### config.mk
export PLATFORM = sky130hd
export DESIGN_NAME = imsf_ctrl
export DESIGN_NICKNAME = d
export VERILOG_FILES = /design/src/rtl/imsf_pkg.sv /design/src/rtl/imsf_ctrl.sv
export SDC_FILE = /design/constraint.sdc
export NUM_CORES = 1
export LEC_CHECK = 0
export ABC_CLOCK_PERIOD_IN_PS = 3000
export BUFFER_PORTS_ARGS = -buffer_cell sky130_fd_sc_hd__clkbuf_2
export CAP_MARGIN = 20
export CORE_AREA = 2 2 39 41
export DETAILED_ROUTE_END_ITERATION = 8
export DIE_AREA = 0 0 41 43
export GPL_ROUTABILITY_DRIVEN = 1
export PLACE_DENSITY = 0.54
export SYNTH_ARGS = -nofsm -noshare
export SYNTH_HDL_FRONTEND = slang
export SYNTH_SLANG_ARGS = --single-unit
### constraint.sdc
create_clock -name clk -period 3 [get_ports clk]
set_input_delay 0 -clock clk [delete_from_list [all_inputs] [get_ports clk]]
set_output_delay 0 -clock clk [all_outputs]
set_load 0.03 [all_outputs]
### src/rtl/imsf_pkg.sv
// ----------------------------------------------------------------------------
// imsf_pkg
// Shared types and constants of the Ising Metropolis spin flip block: field
// widths, register reset values, configuration register codes, the state
// encoding of the controller and the command and status bundles.
// ----------------------------------------------------------------------------
package imsf_pkg;

    // Field widths of the item, result and configuration registers.
    localparam int COORD_W  = 6;
    localparam int RND_W    = 16;
    localparam int SIDE_W   = 7;
    localparam int THRESH_W = 17;
    localparam int DE_W     = 5;
    localparam int ENERGY_W = 15;
    localparam int MAG_W    = 14;
    localparam int CFG_IDX_W  = 2;
    localparam int CFG_DATA_W = 17;

    // Default lattice capacity (rows and columns of stored spins).
    localparam int MAX_SIDE_DEFAULT = 64;

    // Register reset values.
    localparam int SIDE_RESET     = 64;
    localparam int THRESH_4_RESET = 1200;
    localparam int THRESH_8_RESET = 22;

    // The energy change is four times the number of agreeing neighbors, minus this.
    localparam int DE_OFFSET = 8;

    // Configuration register codes.
    typedef enum logic [CFG_IDX_W-1:0] {
        REG_SIDE     = 2'd0,
        REG_THRESH_4 = 2'd1,
        REG_THRESH_8 = 2'd2
    } reg_idx_t;

    // Configuration register contents.
    typedef struct packed {
        logic [SIDE_W-1:0]   side;
        logic [THRESH_W-1:0] thresh_4;
        logic [THRESH_W-1:0] thresh_8;
    } cfg_t;

    // Controller states.
    typedef enum logic [2:0] {
        ST_BOOT_CLEAR,
        ST_IDLE,
        ST_READ_CENTER,
        ST_READ_MINUS,
        ST_READ_PLUS,
        ST_EVAL,
        ST_INIT_CLEAR,
        ST_PUSH
    } state_t;

    // Commands from the controller to the datapath.
    typedef struct packed {
        logic accept;       // take the item on the input ports
        logic rd_center;    // read the row of the site
        logic rd_minus;     // read the row above
        logic rd_plus;      // read the row below
        logic cap_center;   // capture site, left and right spins
        logic cap_minus;    // capture the upper neighbor
        logic eval;         // decide the flip and write back
        logic clear;        // write one row of spins up
        logic push;         // load the output register
    } cmd_t;

    // Status from the datapath to the controller.
    typedef struct packed {
        logic item_reinit;  // item on the input ports is a reinitialize request
        logic item_err;     // item on the input ports has a coordinate out of range
        logic clear_last;   // clearing pass is at its last row
        logic out_free;     // output register can take a result this cycle
    } status_t;

endpackage

### src/rtl/imsf_ctrl.sv
// ----------------------------------------------------------------------------
// imsf_ctrl
// Controller of the spin flip block: sequences the row reads, the flip
// decision, the clearing passes and the hand-off to the output register.
// ----------------------------------------------------------------------------
module imsf_ctrl import imsf_pkg::*; (
    input  logic    clk,
    input  logic    rst_n,
    input  logic    in_valid,
    output logic    in_stall,
    input  status_t status,
    output cmd_t    cmd
);

    state_t state_reg;
    state_t state_next;

    always_ff @(posedge clk or negedge rst_n)
    begin
        if (!rst_n)
        begin
            state_reg <= ST_BOOT_CLEAR;
        end
        else
        begin
            state_reg <= state_next;
        end
    end

    // Next state.
    always_comb
    begin
        state_next = state_reg;
        case (state_reg)
            ST_BOOT_CLEAR:
            begin
                if (status.clear_last)
                begin
                    state_next = ST_IDLE;
                end
            end
            ST_IDLE:
            begin
                if (in_valid)
                begin
                    if (status.item_reinit)
                    begin
                        state_next = ST_INIT_CLEAR;
                    end
                    else if (status.item_err)
                    begin
                        state_next = ST_PUSH;
                    end
                    else
                    begin
                        state_next = ST_READ_CENTER;
                    end
                end
            end
            ST_READ_CENTER: state_next = ST_READ_MINUS;
            ST_READ_MINUS:  state_next = ST_READ_PLUS;
            ST_READ_PLUS:   state_next = ST_EVAL;
            ST_EVAL:        state_next = ST_PUSH;
            ST_INIT_CLEAR:
            begin
                if (status.clear_last)
                begin
                    state_next = ST_PUSH;
                end
            end
            ST_PUSH:
            begin
                if (status.out_free)
                begin
                    state_next = ST_IDLE;
                end
            end
            default: state_next = ST_IDLE;
        endcase
    end

    // Outputs.
    always_comb
    begin
        cmd      = '0;
        in_stall = 1'b1;
        case (state_reg)
            ST_BOOT_CLEAR:  cmd.clear = 1'b1;
            ST_IDLE:
            begin
                in_stall   = 1'b0;
                cmd.accept = in_valid;
            end
            ST_READ_CENTER: cmd.rd_center = 1'b1;
            ST_READ_MINUS:
            begin
                cmd.rd_minus   = 1'b1;
                cmd.cap_center = 1'b1;
            end
            ST_READ_PLUS:
            begin
                cmd.rd_plus   = 1'b1;
                cmd.cap_minus = 1'b1;
            end
            ST_EVAL:        cmd.eval  = 1'b1;
            ST_INIT_CLEAR:  cmd.clear = 1'b1;
            ST_PUSH:        cmd.push  = status.out_free;
            default:        cmd = '0;
        endcase
    end

endmodule

==> results of run 1 <==
-- through the flow --
stage / worst slack, ps / total power, uW
global placement: 1940 / 347
floorplan: 1440 / 299
detailed placement: 1920 / 346
CTS: 1660 / 424
global route: 1600 / 450
finish: 1690 / 418
-- Yosys cell counts (all sizes together) --
cell type / number / area share
nor4: 1 / 0.025
o21ai: 2 / 0.040
xor2: 1 / 0.035
nand2: 4 / 0.060
buf: 3 / 0.090
a211oi: 1 / 0.050
and2: 1 / 0.025
nor2b: 1 / 0.035
dfrtp: 3 / 0.30
nand2b: 2 / 0.060
nor2: 4 / 0.060
and3: 1 / 0.025
inv: 2 / 0.030
a21oi: 2 / 0.040
nor3: 2 / 0.060
o21a: 1 / 0.030
a21o: 1 / 0.030
-- routing by layer --
| metal | wire, um | GRT usage | vias up |
|---|---|---|---|
| li1 | - | - | 143 |
| met1 | 291 | 0.117 | 119 |
| met2 | 243 | 0.0813 | 12 |
| met3 | 48 | 0.0314 | 0 |
| met4 | 0 | 0.0600 | 0 |
| met5 | 0 | 0 | - |
-- placed cells by master, fill, tap and decap left out, drive strengths merged, types with 2 or more instances in the layout --
cell type  synthesis  final
nor3               2      2
nor2               4      4
nand2              4      4
o21ai              2      2
dfrtp              3      3
inv                2      2
clkbuf             0     20
nand2b             2      2
a21oi              2      2
-- how the worst max path moves through the flow --
stage	to	from	slack, ps	depth (start not counted)
after floorplan	cmd[5]	state_reg[2]$_DFFE_PN0P_	1440	3
after global placement	cmd[8]	state_reg[0]$_DFFE_PN0P_	1940	3
after detailed placement	cmd[6]	state_reg[0]$_DFFE_PN0P_	1920	3
after CTS	cmd[6]	state_reg[0]$_DFFE_PN0P_	1660	3
after global routing	cmd[4]	state_reg[0]$_DFFE_PN0P_	1600	3
final	cmd[4]	state_reg[0]$_DFFE_PN0P_	1690	3
-- power by group --
part / total (uW) / switching, uW / internal, uW
registers: 104 / 44.7 / 59.7
clock network: 73.3 / 23.3 / 50.0
logic: 240 / 161 / 79.4
total: 418 / 229 / 189
-- cell type report --
class                           count  area [um^2]
Clock buffer                        4         26.3
Fill cell                         161         1020
Inverter                            2         7.51
Multi-Input combinational cell     24          144
Sequential cell                     3         75.1
Tap cell                           16         20.0
Timing Repair Buffer               17         90.1
-- critical path: stages, from the launching register on --
cell	delay (ps)
dfrtp_1	450
nor2b_2	260
and2_1	170
clkbuf_2	200
-- logic make-up after synthesis --
group / after synthesis / share of synthesized area
flops: 3 / 0.301
simple gates: 16 / 0.352
xor+xnor: 1 / 0.0352
compound gates: 7 / 0.191
buf+inv: 5 / 0.121
==> run_results.csv, run 1 <==
group,metric,value,unit
clock_tree,clockBufferDepth,2,
timing,tightest_slew,334,ps
setup_path,worst-setup-path-type,"reg -> out",
placed_design,place_inst,61,
floorplanning,num_io_pins,17,
timing,fmax,763,MHz
clock_tree,ctsHoldBuffers,1,
clock_tree,cts_setup_buffers,0,
global_route,grt_usage,0.0775,
timing,fin_crit,1310,ps
final_layout,layout.cells.non_filler,66,
placed_design,place_area,327,um^2
timing,finalSetupViolCount,0,
timing,rsz0062_at_grt,"no",
clock_tree,cts_max_level,1,
final_layout,fin_util,0.262,
route,routed_via_density,4.15,
route,drt_iter0_drc,2,
route,dr.pass1.iters,4,
status,outcome,"finished, final reports clean",
clock_tree,post_cts_resized,0,
global_route,globalRoute.totalOverflow,0,
route,drc_errors,0,
floorplanning,die_y,43,um
setup_path,r2r_end,"state_reg[0]$_DFFE_PN0P_",
global_route,grt_pass1_vias,225,
synth,synth_cells,32,
final_layout,largest_register_ffs,3,
clock_tree,cts_sinks,3,
synth,syn_nets,39,
final_layout,antenna_cells,0,
setup_path,crit_required,3000,ps
synth,synth_cell_types,21,
timing,min_period_over_period,0.437,
timing,relSlewSlack,0.778,
timing,holdWs,67.8,ps
final_layout,area_delta_synth_final,45.7,%
setup_path,crit_arrival,1310,ps
power,static-leakage-power,0.000192,uW
route,drtAntennaViolNets,0,
final_layout,drive_above_1_share,0.480,
floorplanning,dieArea,1760,um^2
timing,slew_violations,0,
synth,syn_area,249,um^2
hold_path,holdPathEnd,"state_reg[1]$_DFFE_PN0P_",
final_layout,fin_area,363,um^2
setup_path,critPathCaptureType,"output port",
clock_tree,clk_latency,240,ps
setup_path,critPathMaxFanout,8,
run,drv_cap,0,
final_layout,fin_nets,58,
clock_tree,cts-root-buf,"clkbuf_4",
power,ir_drop,0.589,mV
clock_tree,cts_tree,"yes",
hold_path,min_path_cells,4,
clock_tree,cts_buffers,3,
timing,fin_skew,3.20,ps
global_route,grt_pass1_wl,903,um
synth,yosysWarnings,0,
power,powerDensity,1150,nW/um^2
setup_path,r2r_start,"state_reg[1]$_DFFE_PN0P_",
route,num_vias,274,
setup_path,r2r_slack,1960,ps
setup_path,reg2reg_depth,2,
synth,ys_ff_latch,3,
floorplanning,rows,14,
floorplanning,core_area,1380,um^2
clock_tree,clk_pin_slew,40,ps
timing,hold_viol_final,0,
hold_path,hold_start,"status[0]",
placed_design,dp_hpwl,465,um
global_route,grt_antenna_before_repair,0,
timing,finalSetupTns,0,ps
route,routed_wl,583,um
floorplanning,start_util,0.180,
setup_path,start_kind,"register",
placed_design,port_buffers,16,
global_route,grt_start_max_net_pins,11,
hold_path,hp-class,"in -> reg",
route,wire_per_inst,8.83,um
synth,avgSynthCellArea,7.78,um^2
placed_design,globalplace.congestion,0.796,
floorplanning,die_x,41,um
synth,yosysSeqAreaShare,0.302,
(Power assumes the default switching activity.)
==> run 2: changes to the inputs <==
--- a/config.mk
+++ b/config.mk
@@ -5,7 +5,7 @@
 export SDC_FILE = /design/constraint.sdc
 export NUM_CORES = 1
 export LEC_CHECK = 0
-export ABC_CLOCK_PERIOD_IN_PS = 3000
+export ABC_CLOCK_PERIOD_IN_PS = 1400
 export BUFFER_PORTS_ARGS = -buffer_cell sky130_fd_sc_hd__clkbuf_2
 export CAP_MARGIN = 20
 export CORE_AREA = 2 2 39 41
==> constraint.sdc (replaced) <==
create_clock -name clk -period 1.4 [get_ports clk]
set_input_delay 0 -clock clk [delete_from_list [all_inputs] [get_ports clk]]
set_output_delay 0 -clock clk [all_outputs]
set_load 0.03 [all_outputs]
==> run_results.csv, run 2 (same netlist as run 1, synthesis figures left out) <==
group,metric,value,unit
status,outcome,"finished, final reports clean",
setup_path,worst-setup-path-type,"reg -> out",
timing,finalSetupTns,0,ps
final_layout,drive_above_1_share,0.520,
setup_path,start_kind,"register",
timing,holdWs,63.3,ps
setup_path,path_cells,"nor2b_2, and3_1, clkbuf_2",
setup_path,r2r_slack,370,ps
hold_path,hp-class,"in -> reg",
clock_tree,clk_latency,230,ps
setup_path,critPathCaptureType,"output port",
final_layout,mostFrequentLayoutCell,"clkbuf_2",
final_layout,antenna_cells,0,
clock_tree,cts_buffers,3,
route,wire_per_inst,8.52,um
clock_tree,cts_setup_buffers,0,
route,num_vias,271,
clock_tree,clk_pin_slew,40,ps
timing,fin_crit,1250,ps
floorplanning,num_io_pins,17,
timing,relSlewSlack,0.778,
timing,fin_skew,2.53,ps
timing,finalSetupViolCount,0,
setup_path,cpPeakStageDelay,450,ps
route,routed_wl,562,um
floorplanning,start_util,0.180,
power,powerDensity,2420,nW/um^2
run,drv_cap,0,
setup_path,crit_required,1400,ps
floorplanning,die_y,43,um
route,drtAntennaViolNets,0,
route,routed_via_density,4.11,
placed_design,globalplace.congestion,0.808,
clock_tree,cts_tree,"yes",
route,drt_iter0_drc,3,
clock_tree,cts_sinks,3,
global_route,grt_pass1_wl,972,um
final_layout,area_delta_synth_final,48.2,%
global_route,grt_antenna_before_repair,0,
timing,fmax,797,MHz
final_layout,largest_register_ffs,3,
setup_path,critPathMaxFanout,7,
clock_tree,cts-root-buf,"clkbuf_4",
global_route,globalRoute.totalOverflow,0,
power,static-leakage-power,0.000192,uW
global_route,grt_pass1_vias,263,
timing,rsz0062_at_grt,"no",
power,power,894,uW
route,drc_errors,0,
setup_path,critPathSlowestCell,"dfrtp_1",
timing,min_period_over_period,0.896,
floorplanning,rows,14,
final_layout,mostFrequentLayoutCells,"16 x clkbuf_2, 4 x nand2_1, 4 x nor2_1, 3 x clkbuf_4",
placed_design,port_buffers,16,
global_route,grt_usage,0.0855,
route,dr.pass1.iters,4,
global_route,grt_start_max_net_pins,11,
setup_path,crit_arrival,1250,ps
timing,hold_viol_final,0,
timing,tightest_slew,332,ps
final_layout,fin_nets,58,
floorplanning,core_area,1380,um^2
timing,slew_violations,0,
floorplanning,die_x,41,um
clock_tree,cts_max_level,1,
power,ir_drop,0.658,mV
floorplanning,dieArea,1760,um^2
clock_tree,clockBufferDepth,2,
run 2: cell count changes in the layout (fill, tap and decap cells not counted):
| cell | delta |
|---|---|
| dfrtp_1 | -1 |
| dfrtp_2 | +1 |
| nor3_1 | -1 |
| nor3_2 | +1 |
run 2: area by class of cell:
type | count | area (um^2)
Sequential cell | 3 | 76.3
Fill cell | 158 | 1010
Clock buffer | 4 | 26.3
Inverter | 2 | 7.51
Tap cell | 16 | 20.0
Multi-Input combinational cell | 24 | 149
Timing Repair Buffer | 17 | 90.1
run 2: where the power goes:
group	total, uW	internal (uW)	switching, uW
sequential	228	131	97.4
combinational	518	172	346
clock	147	107	40.7
total	894	410	484
run 2: repair_timing:
action	CTS	global route
gates resized for setup	0	1
endpoints found under the setup margin	0	3
hold endpoints to repair	3	0
hold buffers	1	0
run 2: path summary, 6_finish.rpt:
kind / start / cells past startpoint / end
worst max-delay path: state_reg[2]$_DFFE_PN0P_ / 3 / cmd[8]
worst min-delay path: status[0] / 4 / state_reg[1]$_DFFE_PN0P_
worst max register to register: state_reg[1]$_DFFE_PN0P_ / 2 / state_reg[0]$_DFFE_PN0P_
worst min register to register: state_reg[0]$_DFFE_PN0P_ / 2 / state_reg[1]$_DFFE_PN0P_
max in group asynchronous: rst_n / 2 / state_reg[0]$_DFFE_PN0P_
min in group asynchronous: rst_n / 2 / state_reg[1]$_DFFE_PN0P_
run 2: critical path, delay by kind of cell (launching register included):
family                 cells  cell delay (ps)
DFF                        1              450
buffers and inverters      1              200
and+or+nand+nor            2              370
run 2: per-layer routing:
layer,track usage,vias to the layer above,routed length [um]
met5,0,-,0
met1,0.0906,115,244
met4,0.0600,0,14
met3,0.0314,2,48
met2,0.131,12,255
li1,-,142,-
run 2: through the flow:
stage	cells	utilization	setup slack [ps]	cell area (um^2)
2_1_floorplan	32	-	138	254
3_3_place_gp	61	0.240	350	332
3_5_place_dp	61	0.240	321	332
4_1_cts	66	0.266	70.2	368
5_1_grt	66	0.267	33.0	369
6_report	66	0.267	145	369
==> run 3: changes to the inputs <==
--- a/config.mk
+++ b/config.mk
@@ -6,13 +6,12 @@
 export NUM_CORES = 1
 export LEC_CHECK = 0
 export ABC_CLOCK_PERIOD_IN_PS = 1400
-export BUFFER_PORTS_ARGS = -buffer_cell sky130_fd_sc_hd__clkbuf_2
-export CAP_MARGIN = 20
 export CORE_AREA = 2 2 39 41
 export DETAILED_ROUTE_END_ITERATION = 8
 export DIE_AREA = 0 0 41 43
+export DONT_BUFFER_PORTS = 1
 export GPL_ROUTABILITY_DRIVEN = 1
-export PLACE_DENSITY = 0.54
+export PLACE_DENSITY = 0.44
 export SYNTH_ARGS = -nofsm -noshare
 export SYNTH_HDL_FRONTEND = slang
 export SYNTH_SLANG_ARGS = --single-unit
==> run_results.csv, run 3 (same netlist as run 1, synthesis figures left out) <==
group,metric,value,unit
timing,relSlewSlack,0.772,
route,routed_wl,579,um
global_route,grt_usage,0.0875,
final_layout,mostFrequentLayoutCell,"buf_4",
setup_path,reg2reg_depth,2,
timing,fmax,771,MHz
clock_tree,clk_latency,230,ps
timing,rsz0062_at_grt,"no",
setup_path,crit_required,1400,ps
global_route,grt_start_max_net_pins,11,
setup_path,r2r_slack,370,ps
floorplanning,rows,14,
setup_path,r2r_start,"state_reg[1]$_DFFE_PN0P_",
timing,finalSetupViolCount,0,
global_route,grt_antenna_before_repair,0,
status,outcome,"finished, final reports clean",
timing,setup_slack,103,ps
floorplanning,start_util,0.180,
route,wire_per_inst,9.81,um
placed_design,dp_hpwl,449,um
setup_path,cpPeakStageDelay,450,ps
global_route,globalRoute.totalOverflow,0,
route,dr.pass1.iters,2,
global_route,grt_pass1_vias,262,
setup_path,r2r_end,"state_reg[0]$_DFFE_PN0P_",
setup_path,cp_top_family,"flip-flops",
clock_tree,cts-root-buf,"clkbuf_4",
setup_path,start_kind,"register",
route,drc_errors,0,
timing,slew_violations,0,
setup_path,cp-endpoint,"cmd[6]",
setup_path,worst-setup-path-type,"reg -> out",
clock_tree,clockBufferDepth,2,
timing,holdWs,17.3,ps
final_layout,largest_register_ffs,3,
hold_path,hp-class,"in -> async",
timing,min_period_over_period,0.927,
power,ir_drop,0.852,mV
final_layout,area_delta_synth_final,46.2,%
clock_tree,cts_tree,"yes",
route,drtAntennaViolNets,0,
clock_tree,cts_sinks,3,
placed_design,globalplace.congestion,0.652,
timing,fin_crit,1300,ps
clock_tree,cts_buffers,3,
setup_path,worst-path-buf-inv,1,
setup_path,cp-startpoint,"state_reg[0]$_DFFE_PN0P_",
setup_path,crit_arrival,1300,ps
timing,fin_skew,0.658,ps
setup_path,critPathSlowestCell,"dfrtp_1",
clock_tree,cts_setup_buffers,0,
setup_path,critPathCaptureType,"output port",
final_layout,fin_nets,51,
route,drt_iter0_drc,1,
power,powerDensity,2500,nW/um^2
clock_tree,clk_pin_slew,40,ps
timing,finalSetupTns,0,ps
route,num_vias,238,
placed_design,port_buffers,0,
clock_tree,cts_max_level,1,
setup_path,critPathMaxFanout,8,
floorplanning,num_io_pins,17,
timing,tightest_slew,342,ps
timing,hold_viol_final,0,
setup_path,cp.depth,3,
placed_design,pre_cts_ws,331,ps
floorplanning,die_y,43,um
setup_path,path_cells,"nor2b_2, and2_1, buf_4",
power,static-leakage-power,0.000167,uW
floorplanning,die_x,41,um
route,routed_via_density,4.03,
final_layout,drive_above_1_share,0.372,
final_layout,mostFrequentLayoutCells,"6 x buf_4, 4 x nand2_1, 4 x nor2_1, 4 x dlygate4sd3_1",
run,drv_cap,0,
floorplanning,core_area,1380,um^2
global_route,grt_pass1_wl,1.04,mm
floorplanning,dieArea,1760,um^2
final_layout,antenna_cells,0,
-- run 3: changes by cell type in the layout (fill, tap and decap cells not counted), sizes merged --
cell / before / now
buf: 0 / 6
clkbuf: 20 / 4
dlygate4sd3: 1 / 4
-- run 3: cell type report --
class                   instances  area (um^2)
fillers                       153         1020
inverters                       2         7.51
well taps                      16         20.0
multi-input cells              24          150
flip-flops and latches          3         75.1
clock buffers                   4         26.3
repair buffers                 10         85.1
-- run 3: power breakdown --
group | leakage, uW | internal (uW) | switching [uW]
registers | 0.0000317 | 128 | 96.7
logic | 0.000121 | 190 | 343
clock network | 0.0000150 | 107 | 46.9
total | 0.000167 | 425 | 486
-- run 3: worst min-delay path by stage --
stage	startpoint	to	slack, ps	cells after the start
2_1_floorplan	rst_n	state_reg[0]$_DFFE_PN0P_	-300	0
3_3_place_gp	rst_n	state_reg[1]$_DFFE_PN0P_	-300	0
3_5_place_dp	rst_n	state_reg[1]$_DFFE_PN0P_	-300	0
4_1_cts	rst_n	state_reg[1]$_DFFE_PN0P_	10	1
5_1_grt	rst_n	state_reg[0]$_DFFE_PN0P_	20	1
6_report	rst_n	state_reg[1]$_DFFE_PN0P_	20	1
-- run 3: routing by layer --
layer	part of all wire	up-vias	global-route usage
met4	0	0	0.0400
met3	0.11	0	0.0471
li1	-	128	-
met5	0	-	0
met1	0.47	98	0.133
met2	0.42	12	0.0969
-- run 3: through the flow --
step	area, um^2	power [uW]	util	instances
after detailed placement	297	751	0.214	51
final	364	911	0.263	59
after global placement	297	753	0.214	51
after floorplan	254	648	-	32
after CTS	363	927	0.262	59
after global routing	364	992	0.263	59
-- run 3: timing repair --
item / CTS / global route
gates resized for setup: 0 / 1
endpoints found under the setup margin: 0 / 1
hold buffers: 4 / 0
endpoints found under the hold margin: 5 / 0
-- run 3: worst register-to-register path, delay by kind of cell (launching register included) --
| family | cells | cell delay, ps |
|---|---|---|
| AND/OR/NAND/NOR | 1 | 330 |
| flip-flops | 1 | 490 |
| AO/OA/AOI/OAI | 1 | 80 |
