## src/rtl/imsf_pkg.sv

```systemverilog
// ----------------------------------------------------------------------------
// imsf_pkg
// Shared types and constants of the Ising Metropolis spin flip block: field
// widths, register reset values, configuration register codes, the state
// encoding of the controller and the command and status bundles.
// ----------------------------------------------------------------------------
package imsf_pkg;

    // Field widths of the item, result and configuration registers.
    localparam int COORD_W  = 6;
    localparam int RND_W    = 16;
    localparam int SIDE_W   = 7;
    localparam int THRESH_W = 17;
    localparam int DE_W     = 5;
    localparam int ENERGY_W = 15;
    localparam int MAG_W    = 14;
    localparam int CFG_IDX_W  = 2;
    localparam int CFG_DATA_W = 17;

    // Default lattice capacity (rows and columns of stored spins).
    localparam int MAX_SIDE_DEFAULT = 64;

    // Register reset values.
    localparam int SIDE_RESET     = 64;
    localparam int THRESH_4_RESET = 1200;
    localparam int THRESH_8_RESET = 22;

    // The energy change is four times the number of agreeing neighbors, minus this.
    localparam int DE_OFFSET = 8;

    // Configuration register codes.
    typedef enum logic [CFG_IDX_W-1:0] {
        REG_SIDE     = 2'd0,
        REG_THRESH_4 = 2'd1,
        REG_THRESH_8 = 2'd2
    } reg_idx_t;

    // Configuration register contents.
    typedef struct packed {
        logic [SIDE_W-1:0]   side;
        logic [THRESH_W-1:0] thresh_4;
        logic [THRESH_W-1:0] thresh_8;
    } cfg_t;

    // Controller states.
    typedef enum logic [2:0] {
        ST_BOOT_CLEAR,
        ST_IDLE,
        ST_READ_CENTER,
        ST_READ_MINUS,
        ST_READ_PLUS,
        ST_EVAL,
        ST_INIT_CLEAR,
        ST_PUSH
    } state_t;

    // Commands from the controller to the datapath.
    typedef struct packed {
        logic accept;       // take the item on the input ports
        logic rd_center;    // read the row of the site
        logic rd_minus;     // read the row above
        logic rd_plus;      // read the row below
        logic cap_center;   // capture site, left and right spins
        logic cap_minus;    // capture the upper neighbor
        logic eval;         // decide the flip and write back
        logic clear;        // write one row of spins up
        logic push;         // load the output register
    } cmd_t;

    // Status from the datapath to the controller.
    typedef struct packed {
        logic item_reinit;  // item on the input ports is a reinitialize request
        logic item_err;     // item on the input ports has a coordinate out of range
        logic clear_last;   // clearing pass is at its last row
        logic out_free;     // output register can take a result this cycle
    } status_t;

endpackage

```

## src/rtl/imsf_cfg.sv

```systemverilog
// ----------------------------------------------------------------------------
// imsf_cfg
// Configuration registers: lattice side and the two acceptance thresholds.
// ----------------------------------------------------------------------------
module imsf_cfg import imsf_pkg::*; (
    input  logic                  clk,
    input  logic                  rst_n,
    input  logic                  cfg_valid,
    output logic                  cfg_ready,
    input  logic [CFG_IDX_W-1:0]  cfg_index,
    input  logic [CFG_DATA_W-1:0] cfg_data,
    output cfg_t                  cfg
);

    cfg_t cfg_reg;
    cfg_t cfg_next;

    // Writes are always taken.
    assign cfg_ready = 1'b1;

    // Register select; an index beyond the list changes nothing.
    always_comb
    begin
        cfg_next = cfg_reg;
        if (cfg_valid && cfg_ready)
        begin
            case (cfg_index)
                REG_SIDE:     cfg_next.side     = cfg_data[SIDE_W-1:0];
                REG_THRESH_4: cfg_next.thresh_4 = cfg_data[THRESH_W-1:0];
                REG_THRESH_8: cfg_next.thresh_8 = cfg_data[THRESH_W-1:0];
                default:      cfg_next = cfg_reg;
            endcase
        end
    end

    always_ff @(posedge clk or negedge rst_n)
    begin
        if (!rst_n)
        begin
            cfg_reg.side     <= SIDE_W'(SIDE_RESET);
            cfg_reg.thresh_4 <= THRESH_W'(THRESH_4_RESET);
            cfg_reg.thresh_8 <= THRESH_W'(THRESH_8_RESET);
        end
        else
        begin
            cfg_reg <= cfg_next;
        end
    end

    assign cfg = cfg_reg;

endmodule

```

## config.mk

```make
export PLATFORM = sky130hd
export DESIGN_NAME = imsf_cfg
export DESIGN_NICKNAME = d
export VERILOG_FILES = /design/src/rtl/imsf_pkg.sv /design/src/rtl/imsf_cfg.sv
export SDC_FILE = /design/constraint.sdc
export NUM_CORES = 1
export LEC_CHECK = 0
export BUFFER_PORTS_ARGS = -buffer_cell sky130_fd_sc_hd__clkbuf_2
export CELL_PAD_IN_SITES_DETAIL_PLACEMENT = 0
export CELL_PAD_IN_SITES_GLOBAL_PLACEMENT = 1
export CORE_AREA = 2 2 72 74
export DETAILED_ROUTE_END_ITERATION = 16
export DIE_AREA = 0 0 74 76
export GPL_TIMING_DRIVEN = 1
export PLACE_DENSITY = 0.71
export SLEW_MARGIN = 10
export SYNTH_ARGS = -nofsm -noshare
export SYNTH_HDL_FRONTEND = slang
export SYNTH_SLANG_ARGS = --single-unit
```

## constraint.sdc

```tcl
create_clock -name clk -period 0.8 [get_ports clk]
set_input_delay 0.12 -clock clk [delete_from_list [all_inputs] [get_ports clk]]
set_output_delay 0.12 -clock clk [all_outputs]
set_load 0.01 [all_outputs]
```

==> impl_metrics.csv, run 1 <==
group,metric,value,unit
synthesis,syn_inst,89,
power_and_ir_drop,peakVddDrop,0.00122,V
sta,fin_crit,1050,ps
synthesis,yosys-top-cells-area,"dfrtp_1 (52%), mux2_2 (29%), dfstp_2 (13%), nand3b_4 (2.5%), buf_6 (1.4%)",
clock_network,cts_tree,"yes",
floorplanning,die_x,74,µm
clock_network,cts-buffers-inserted,5,
floorplanning,num_rows,26,
synthesis,seq_area_frac_synth,0.651,
finish,finish.utilization,0.464,
floorplanning,pin_count,64,
finish,largest_reg_flops,41,
clock_network,clk_path_buf_depth,2,
global_routing,grt_pass1_wl,5440,µm
setup_path,critPathLaunchType,"flip-flop",
setup_path,crit_fanout,2,
status,status,"finished with violations",
global_routing,overflow,0,
power_and_ir_drop,p_leak,1.11,nW
sta,setup_ws,-254,ps
sta,rsz0062_at_grt,"yes",
sta,min_period_over_period,1.32,
detailed_routing,drtIter0Drc,33,
detailed_routing,routed_wl,3420,µm
synthesis,ys.flop_type,"dfrtp_1",
setup_path,cp.required,680,ps
clock_network,clkTransAtPathRegs,80,ps
setup_path,r2r_cells,2,
finish,drive_above_1_share,0.785,
clock_network,clkSinkCount,41,
global_routing,grtUsageTotal,0.127,
setup_path,cp_slowest_stage_delay,550,ps
synthesis,yosysMostFrequentCell,"mux2_2",
synthesis,synth_largest_area_cell,"dfrtp_1",
setup_path,critPathBufInv,1,
synthesis,ys_ff_latch,41,
detailed_routing,drc,0,
synthesis,syn-cell-area,1590,µm²
setup_path,cp_top_family,"flip-flops",
clock_network,htreeDepth,2,
placement,gp_congestion,0.700,
floorplanning,coreArea,4910,µm²
synthesis,ys_types,8,
floorplanning,start_util,0.324,
synthesis,synth_common_cells,"mux2_2 (41), dfrtp_1 (33), dfstp_2 (8)",
finish,stdcell_count,233,
status,violations,"negative setup slack",
setup_path,cp.depth,1,
finish,n_antenna_cell,0,
finish,final_nets,184,
hold_path,hold_class,"primary input to flip-flop",
setup_path,crit_chain,"buf_6",
detailed_routing,via_per_inst,4.39,
floorplanning,die_h,76,µm
placement,placedCellCount,221,
power_and_ir_drop,finalPower,6.00,mW
setup_path,worstPathArrival,930,ps
detailed_routing,wl_met2,1700,µm
power_and_ir_drop,power_density,2640,nW/µm²
global_routing,antenna_found_initial,0,
placement,post-place-ws,-323,ps
synthesis,avgSynthCellArea,17.9,µm²
detailed_routing,ant_nets,0,
sta,drv_slew,0,
sta,finClkSkew,0,ps
synthesis,yosysWarnings,0,
finish,area_growth,43.3,%
synthesis,synth_top_area_share,0.519,
detailed_routing,met1Wirelength,1420,µm
clock_network,clk_latency,280,ps
global_routing,grt_pass1_vias,1103,
job,maxCapViolCount,0,
setup_path,crit_type,"flip-flop to output pin",
floorplanning,fp.dieArea,5620,µm²
sta,finalSetupViolCount,42,
synthesis,syn_nets,111,
synthesis,synth_edf_count,0,
placement,dpl.hpwl,2330,µm
synthesis,synthArstFlopShare,1.00,
detailed_routing,wl_met3,272,µm
setup_path,cp-end-kind,"output pin",
detailed_routing,top_layer_used,"met4",
placement,numPortBuffers,62,
detailed_routing,post_drt_wl_per_cell,14.7,µm
setup_path,crit_slowest_cell,"dfstp_2",
hold_path,hold_depth,2,
sta,max_freq,949,MHz
detailed_routing,dr.pass1.iters,2,
clock_network,cts-root-buf,"clkbuf_8",
sta,hold_viol_final,0,
global_routing,grt_max_degree,42,
detailed_routing,num_vias,1023,
-- path summary, 6_finish.rpt --
check / startpoint / end / slack [ps]
min reg2reg: cfg[10]$_DFFE_PN0P_ / cfg[10]$_DFFE_PN0P_ / 510
max reg2reg: cfg[8]$_DFFE_PN0P_ / cfg[8]$_DFFE_PN0P_ / -70
max in group asynchronous: rst_n / cfg[40]$_DFFE_PN1P_ / 180
min in group asynchronous: rst_n / cfg[34]$_DFFE_PN0P_ / 360
min: cfg_data[16] / cfg[33]$_DFFE_PN0P_ / 80
max: cfg[21]$_DFFE_PN1P_ / cfg[21] / -250
-- through the flow --
stage / instance area, µm² / hold WS (ps) / setup TNS [ps]
after detailed placement: 1990 / 113 / -12420
after global placement: 1990 / 109 / -11210
final: 2280 / 82.9 / -5780
after floorplan: 1590 / -176 / -2020
after global routing: 2280 / 76.1 / -7510
after CTS: 2200 / 74.3 / -6640
-- power by group --
group	switching, mW	internal [mW]
registers	0.229	2.52
clock network	0.663	1.24
logic	0.581	0.769
-- timing repair --
| item | CTS | global route |
|---|---|---|
| cloned | 2 | 0 |
| setup buffers | 1 | 0 |
| endpoints found under the hold margin | 33 | 0 |
| pin swaps | 0 | 1 |
| gates resized for setup | 7 | 26 |
| hold buffers | 1 | 0 |
| setup endpoints to repair | 54 | 48 |
-- layout make-up --
type	count	area (µm²)
sequential	41	1040
clock buffer	5	68.8
tap	70	87.6
clock inverter	3	65.1
timing repair buffer	67	453
fill	462	2630
multi-input combinational	47	568
-- cells in the final DEF, fill, tap and decap left out --
cell type / instances
mux2_2: 40
nand3b_4: 4
buf_8: 1
buf_6: 14
dfstp_2: 8
conb_1: 1
clkinv_2: 1
clkbuf_8: 5
nor3b_4: 1
dlygate4sd3_1: 1
mux2_4: 1
clkbuf_2: 50
dfrtp_1: 33
bufinv_16: 2
buf_12: 1
-- layer usage --
layer	vias up	GRT usage
met2	47	0.215
met4	0	0.0273
met3	3	0.0450
met5	-	0
met1	514	0.153
li1	459	-
-- kinds of logic (layout without fill, tap and decap cells) --
logic type | after synthesis | count (layout) | synth area share
mux | 41 | 41 | 0.290
simple gates | 3 | 5 | 0.0370
other cells | 1 | 1 | 0.00236
buf+inv | 3 | 75 | 0.0189
flops | 41 | 41 | 0.651
Note: power is estimated with default switching activity, not from simulation.
==> run 2, diff against run 1 <==
ABC_AREA = 1   (was unset)
CORE_AREA = 2 2 78 80   (was 2 2 72 74)
DIE_AREA = 0 0 80 82   (was 0 0 74 76)
TNS_END_PERCENT = 20   (was unset)
==> run 2 against run 1 <==
The run still ends with negative setup slack left. Hold slack got worse by 11 ps. Setup slack got worse by 11 ps. Largest power group unchanged. First-iteration DRC count increased to 2.5 times the previous value. Combinational power decreased by 8%. Highest routed layer unchanged. Non-clock buffer count increased by 15.
==> impl_metrics.csv, run 2 <==
group,metric,value,unit
status,status,"finished with violations",
status,violations,"negative setup slack",
sta,holdWs,71.8,ps
clock_network,clkSinkCount,41,
sta,finClkSkew,0,ps
finish,finish.utilization,0.414,
placement,gp_congestion,0.719,
sta,drv_slew,0,
global_routing,overflow,0,
setup_path,cp_top_family,"flip-flops",
detailed_routing,routed_wl,4560,µm
detailed_routing,drc,0,
setup_path,crit_fanout,2,
global_routing,grt_max_degree,42,
finish,drive_above_1_share,0.391,
finish,final_common_cell,"nand2_1",
power_and_ir_drop,peakVddDrop,0.000989,V
global_routing,grt_pass1_vias,1506,
synthesis,avgSynthCellArea,9.59,µm²
floorplanning,pin_count,64,
floorplanning,die_x,80,µm
power_and_ir_drop,p_leak,1.29,nW
floorplanning,num_rows,28,
synthesis,seq_area_frac_synth,0.584,
synthesis,yosys-top-cells-area,"dfrtp_1 (47%), nand2_1 (17%), nand4_1 (12%), dfstp_2 (12%), buf_6 (2.5%)",
sta,rsz0062_at_grt,"yes",
clock_network,clk_latency,290,ps
setup_path,cp.required,680,ps
job,maxCapViolCount,0,
setup_path,crit_slowest_cell,"dfstp_2",
detailed_routing,wl_met3,321,µm
sta,max_freq,939,MHz
floorplanning,coreArea,5750,µm²
sta,min_period_over_period,1.33,
detailed_routing,ant_nets,0,
synthesis,yosysMostFrequentCell,"nand2_1",
synthesis,synth_edf_count,0,
detailed_routing,wl_met2,2030,µm
clock_network,clk_path_buf_depth,2,
finish,final_nets,282,
synthesis,ys.flop_type,"dfrtp_1",
setup_path,crit_type,"flip-flop to output pin",
synthesis,ys_ff_latch,41,
synthesis,yosysWarnings,0,
synthesis,ys_types,13,
finish,area_growth,34.2,%
floorplanning,die_h,82,µm
detailed_routing,drtIter0Drc,83,
global_routing,antenna_found_initial,0,
floorplanning,start_util,0.309,
clock_network,cts_tree,"yes",
global_routing,grtUsageTotal,0.151,
clock_network,clkTransAtPathRegs,70,ps
sta,hold_viol_final,0,
detailed_routing,met1Wirelength,2120,µm
placement,dpl.hpwl,3350,µm
synthesis,synth_largest_area_cell,"dfrtp_1",
finish,n_antenna_cell,0,
placement,place_area,2230,µm²
finish,largest_reg_flops,41,
setup_path,cp-end-kind,"output pin",
setup_path,critPathLaunchType,"flip-flop",
synthesis,synth_top_area_share,0.465,
sta,finalSetupViolCount,42,
synthesis,syn_inst,185,
finish,fill_cells,619,
synthesis,syn_nets,207,
detailed_routing,num_vias,1579,
detailed_routing,post_drt_wl_per_cell,13.6,µm
detailed_routing,via_per_inst,4.70,
power_and_ir_drop,power_density,2180,nW/µm²
detailed_routing,top_layer_used,"met4",
sta,setup_ws,-265,ps
clock_network,htreeDepth,2,
sta,fin_crit,1070,ps
hold_path,hold_class,"primary input to flip-flop",
setup_path,cp_slowest_stage_delay,550,ps
setup_path,worstPathArrival,950,ps
finish,final_area,2380,µm²
setup_path,crit_chain,"buf_6",
global_routing,grt_pass1_wl,7540,µm
floorplanning,fp.dieArea,6560,µm²
placement,numPortBuffers,62,
detailed_routing,dr.pass1.iters,4,
finish,final_cell_mix,"nand2_1 (80), clkbuf_2 (54), nand4_1 (34)",
synthesis,synth_common_cells,"nand2_1 (80), nand4_1 (34), dfrtp_1 (33)",
synthesis,synthArstFlopShare,1.00,
clock_network,cts-root-buf,"clkbuf_8",
synthesis,syn-cell-area,1770,µm²
setup_path,critPathBufInv,1,
clock_network,cts-buffers-inserted,5,
-- run 2: cell count changes in the layout (fill, tap and decap cells not counted), moves of 6 or more --
cell	before	now
buf_4	0	17
nand2_1	0	80
buf_6	14	8
nand4_1	0	34
mux2_2	40	0
nand3_1	0	7
-- run 2: path summary, 6_finish.rpt --
kind                                     startpoint             endpoint  slack [ps]  cells after the start
min in group asynchronous                     rst_n   cfg[0]$_DFFE_PN0P_         340                      3
worst min-delay path                   cfg_data[10]  cfg[27]$_DFFE_PN1P_          70                      3
worst max register to register  cfg[27]$_DFFE_PN1P_  cfg[27]$_DFFE_PN1P_           0                      3
max in group asynchronous                     rst_n  cfg[22]$_DFFE_PN1P_         200                      3
worst min register to register  cfg[34]$_DFFE_PN0P_  cfg[34]$_DFFE_PN0P_         470                      2
worst max-delay path            cfg[24]$_DFFE_PN1P_              cfg[24]        -270                      1
-- run 2: routing by layer --
metal / vias up / track usage
li1: 775 / -
met2: 52 / 0.225
met4: 0 / 0.0627
met3: 10 / 0.0374
met5: - / 0
met1: 742 / 0.208
-- run 2: power by group --
group | switching, mW | leakage (nW) | total [mW] | internal (mW)
sequential | 0.198 | 0.496 | 2.65 | 2.45
clock | 0.686 | 0.0395 | 1.31 | 0.620
combinational | 0.677 | 0.757 | 1.24 | 0.566
total | 1.56 | 1.29 | 5.20 | 3.64
-- run 2: layout make-up --
class                   instances  area [µm²]  share of cell area
flip-flops and latches         41        1040               0.435
multi-input cells             128         626               0.263
repair buffers                 82         538               0.226
well taps                      75        93.8              0.0394
clock buffers                   8        80.1              0.0336
inverters                       2        7.51             0.00315
-- run 2: logic make-up (layout without fill, tap and decap cells) --
group	Yosys count	after routing	synth area share
DFF	41	41	0.584
other	1	1	0.00211
buffers and inverters	16	92	0.0635
and+or+nand+nor	127	127	0.350
-- run 2: per-stage QoR --
| stage | cells | power [mW] | setup WS (ps) | setup TNS (ps) |
|---|---|---|---|---|
| finish | 336 | 5.20 | -265 | -6100 |
| global route | 336 | 5.53 | -297 | -7590 |
| CTS | 335 | 5.17 | -295 | -6740 |
| detailed placement | 325 | 3.84 | -115 | -2930 |
| global placement | 325 | 3.83 | -106 | -3110 |
| floorplan | 185 | 3.24 | 72.7 | 0 |
-- run 2: timing repair --
item                                    4_1_cts  5_1_grt
setup buffers                                 1        1
resized for setup                             0       16
endpoints found under the setup margin       41       42
endpoints found under the hold margin        33        0
hold buffers                                  1        0
==> run 3, diff against run 2 <==
ABC_AREA = unset   (was 1)
CORE_AREA = 2 2 72 74   (was 2 2 78 80)
DIE_AREA = 0 0 74 76   (was 0 0 80 82)
==> run 3 against run 2 <==
The flow still finishes with violations (negative setup slack). Sequential cell count did not move. Wire length fell by 31%. Clock power rose by 45%. Die area fell by 14%. Global-route usage fell by 3.2 points. Critical path depth did not move. Design area fell by 7.2%. First-iteration DRC count fell by 73%. Non-clock buffer count fell by 16. Largest cell class unchanged. Largest power group unchanged. Highest routed layer unchanged.
==> impl_metrics.csv, run 3 (same netlist as run 1, synthesis figures left out) <==
group,metric,value,unit
detailed_routing,routed_wl,3140,µm
power_and_ir_drop,pwr-share-clk,0.320,
clock_network,cts-root-buf,"clkbuf_8",
clock_network,cts-buffers-inserted,5,
detailed_routing,drc,0,
floorplanning,num_rows,26,
power_and_ir_drop,seqPwrFrac,0.462,
power_and_ir_drop,power_density,2690,nW/µm²
global_routing,grt_pass1_vias,1078,
global_routing,antenna_found_initial,0,
finish,largest_reg_flops,41,
clock_network,cts_tree,"yes",
finish,finish.utilization,0.450,
power_and_ir_drop,internal_power,4.50,mW
detailed_routing,post_drt_wl_per_cell,13.7,µm
sta,max_freq,946,MHz
job,maxCapViolCount,0,
sta,finalSetupTns,-5630,ps
detailed_routing,via_per_inst,4.38,
sta,rsz0062_at_grt,"yes",
hold_path,hold_class,"primary input to flip-flop",
setup_path,crit_chain,"buf_6",
setup_path,cp_top_family,"flip-flops",
placement,gp_congestion,0.700,
setup_path,rr_startpoint,"cfg[12]$_DFFE_PN0P_",
floorplanning,start_util,0.324,
placement,placedCellCount,221,
detailed_routing,dr.pass1.iters,2,
setup_path,critPathLaunchType,"flip-flop",
clock_network,htreeDepth,2,
sta,setup_ws,-257,ps
sta,finClkSkew,0,ps
clock_network,clkSinkCount,41,
sta,hold_viol_final,0,
floorplanning,coreArea,4910,µm²
setup_path,cp.required,680,ps
setup_path,cp-end-kind,"output pin",
power_and_ir_drop,p_switching,1.45,mW
finish,final_nets,181,
global_routing,grtUsageTotal,0.118,
setup_path,cp_slowest_stage_delay,550,ps
finish,n_antenna_cell,0,
global_routing,grt_max_degree,42,
power_and_ir_drop,p_leak,1.06,nW
clock_network,cts_setup_buffers,0,
clock_network,clk_latency,280,ps
setup_path,crit_start,"cfg[2]$_DFFE_PN1P_",
global_routing,overflow,0,
detailed_routing,ant_nets,0,
setup_path,critPathBufInv,1,
placement,dpl.hpwl,2330,µm
finish,drive_above_1_share,0.781,
power_and_ir_drop,p_comb_frac,0.218,
power_and_ir_drop,peakVddDrop,0.00121,V
status,status,"finished with violations",
finish,stdcell_count,230,
power_and_ir_drop,swShare,0.244,
status,violations,"negative setup slack",
floorplanning,fp.dieArea,5620,µm²
clock_network,clk_path_buf_depth,2,
floorplanning,die_h,76,µm
hold_path,min_from,"cfg_data[16]",
clock_network,clkTransAtPathRegs,80,ps
finish,final_common_cell,"clkbuf_2",
detailed_routing,num_vias,1007,
sta,drv_slew,0,
sta,fin_crit,1060,ps
setup_path,worstPathArrival,940,ps
detailed_routing,drtIter0Drc,22,
setup_path,crit_fanout,2,
setup_path,crit_slowest_cell,"dfstp_2",
floorplanning,die_x,74,µm
finish,final_cell_mix,"clkbuf_2 (50), mux2_2 (40), dfrtp_1 (33)",
sta,finalSetupViolCount,41,
floorplanning,pin_count,64,
sta,min_period_over_period,1.32,
placement,post-place-ws,-323,ps
global_routing,grt_pass1_wl,5150,µm
setup_path,crit_type,"flip-flop to output pin",
finish,area_growth,38.9,%
placement,numPortBuffers,62,
run 3: cell count changes in the layout (fill, tap and decap cells not counted), moves of 4 or more:
cell      change
nand4_1      -34
buf_4        -16
mux2_2       +40
nand3_1       -7
nand2_1      -80
clkbuf_2      -4
run 3: path summary, 6_finish.rpt:
check                                      end  slack, ps  cells past startpoint
max reg2reg                cfg[12]$_DFFE_PN0P_         20                      1
min                        cfg[33]$_DFFE_PN0P_         90                      2
max in group asynchronous  cfg[40]$_DFFE_PN1P_        180                      3
min in group asynchronous  cfg[15]$_DFFE_PN0P_        360                      3
max                                     cfg[2]       -260                      1
min reg2reg                cfg[30]$_DFFE_PN0P_        510                      1
run 3: final cells by class:
cell class / instances / area [µm²]
clock buffer: 5 / 68.8
clock inverter: 3 / 65.1
fill: 468 / 2700
multi-input combinational: 45 / 528
sequential: 41 / 1040
tap: 70 / 87.6
timing repair buffer: 66 / 424
run 3: power by group through the flow:
stage                     Clock, mW  Combinational, mW  Sequential (mW)
after global routing           2.08               1.41             2.80
after CTS                      1.97               1.21             2.74
final                          1.90               1.29             2.75
after floorplan                   0              0.413             2.94
after global placement            0               1.17             2.74
after detailed placement          0               1.21             2.77
run 3: repair_timing:
| action | in CTS | in global routing |
|---|---|---|
| gates cloned | 0 | 0 |
| endpoints found under the hold margin | 33 | 0 |
| pin swaps | 0 | 1 |
| hold buffers | 1 | 0 |
| gates resized for setup | 1 | 25 |
| endpoints found under the setup margin | 54 | 75 |
run 3: per-stage QoR:
step / hold slack [ps] / cell area, µm² / power (mW)
3_3_place_gp: 109 / 1990 / 3.91
4_1_cts: 74.4 / 2140 / 5.92
2_1_floorplan: -176 / 1590 / 3.35
3_5_place_dp: 113 / 1990 / 3.98
6_report: 86.1 / 2210 / 5.95
5_1_grt: 76.0 / 2210 / 6.29
run 3: routing by layer:
metal | global-route usage | vias to the layer above | wire length, µm
li1 | - | 452 | -
met1 | 0.139 | 508 | 1280
met2 | 0.202 | 45 | 1600
met3 | 0.0450 | 2 | 253
met4 | 0.0273 | 0 | 11
met5 | 0 | - | 0
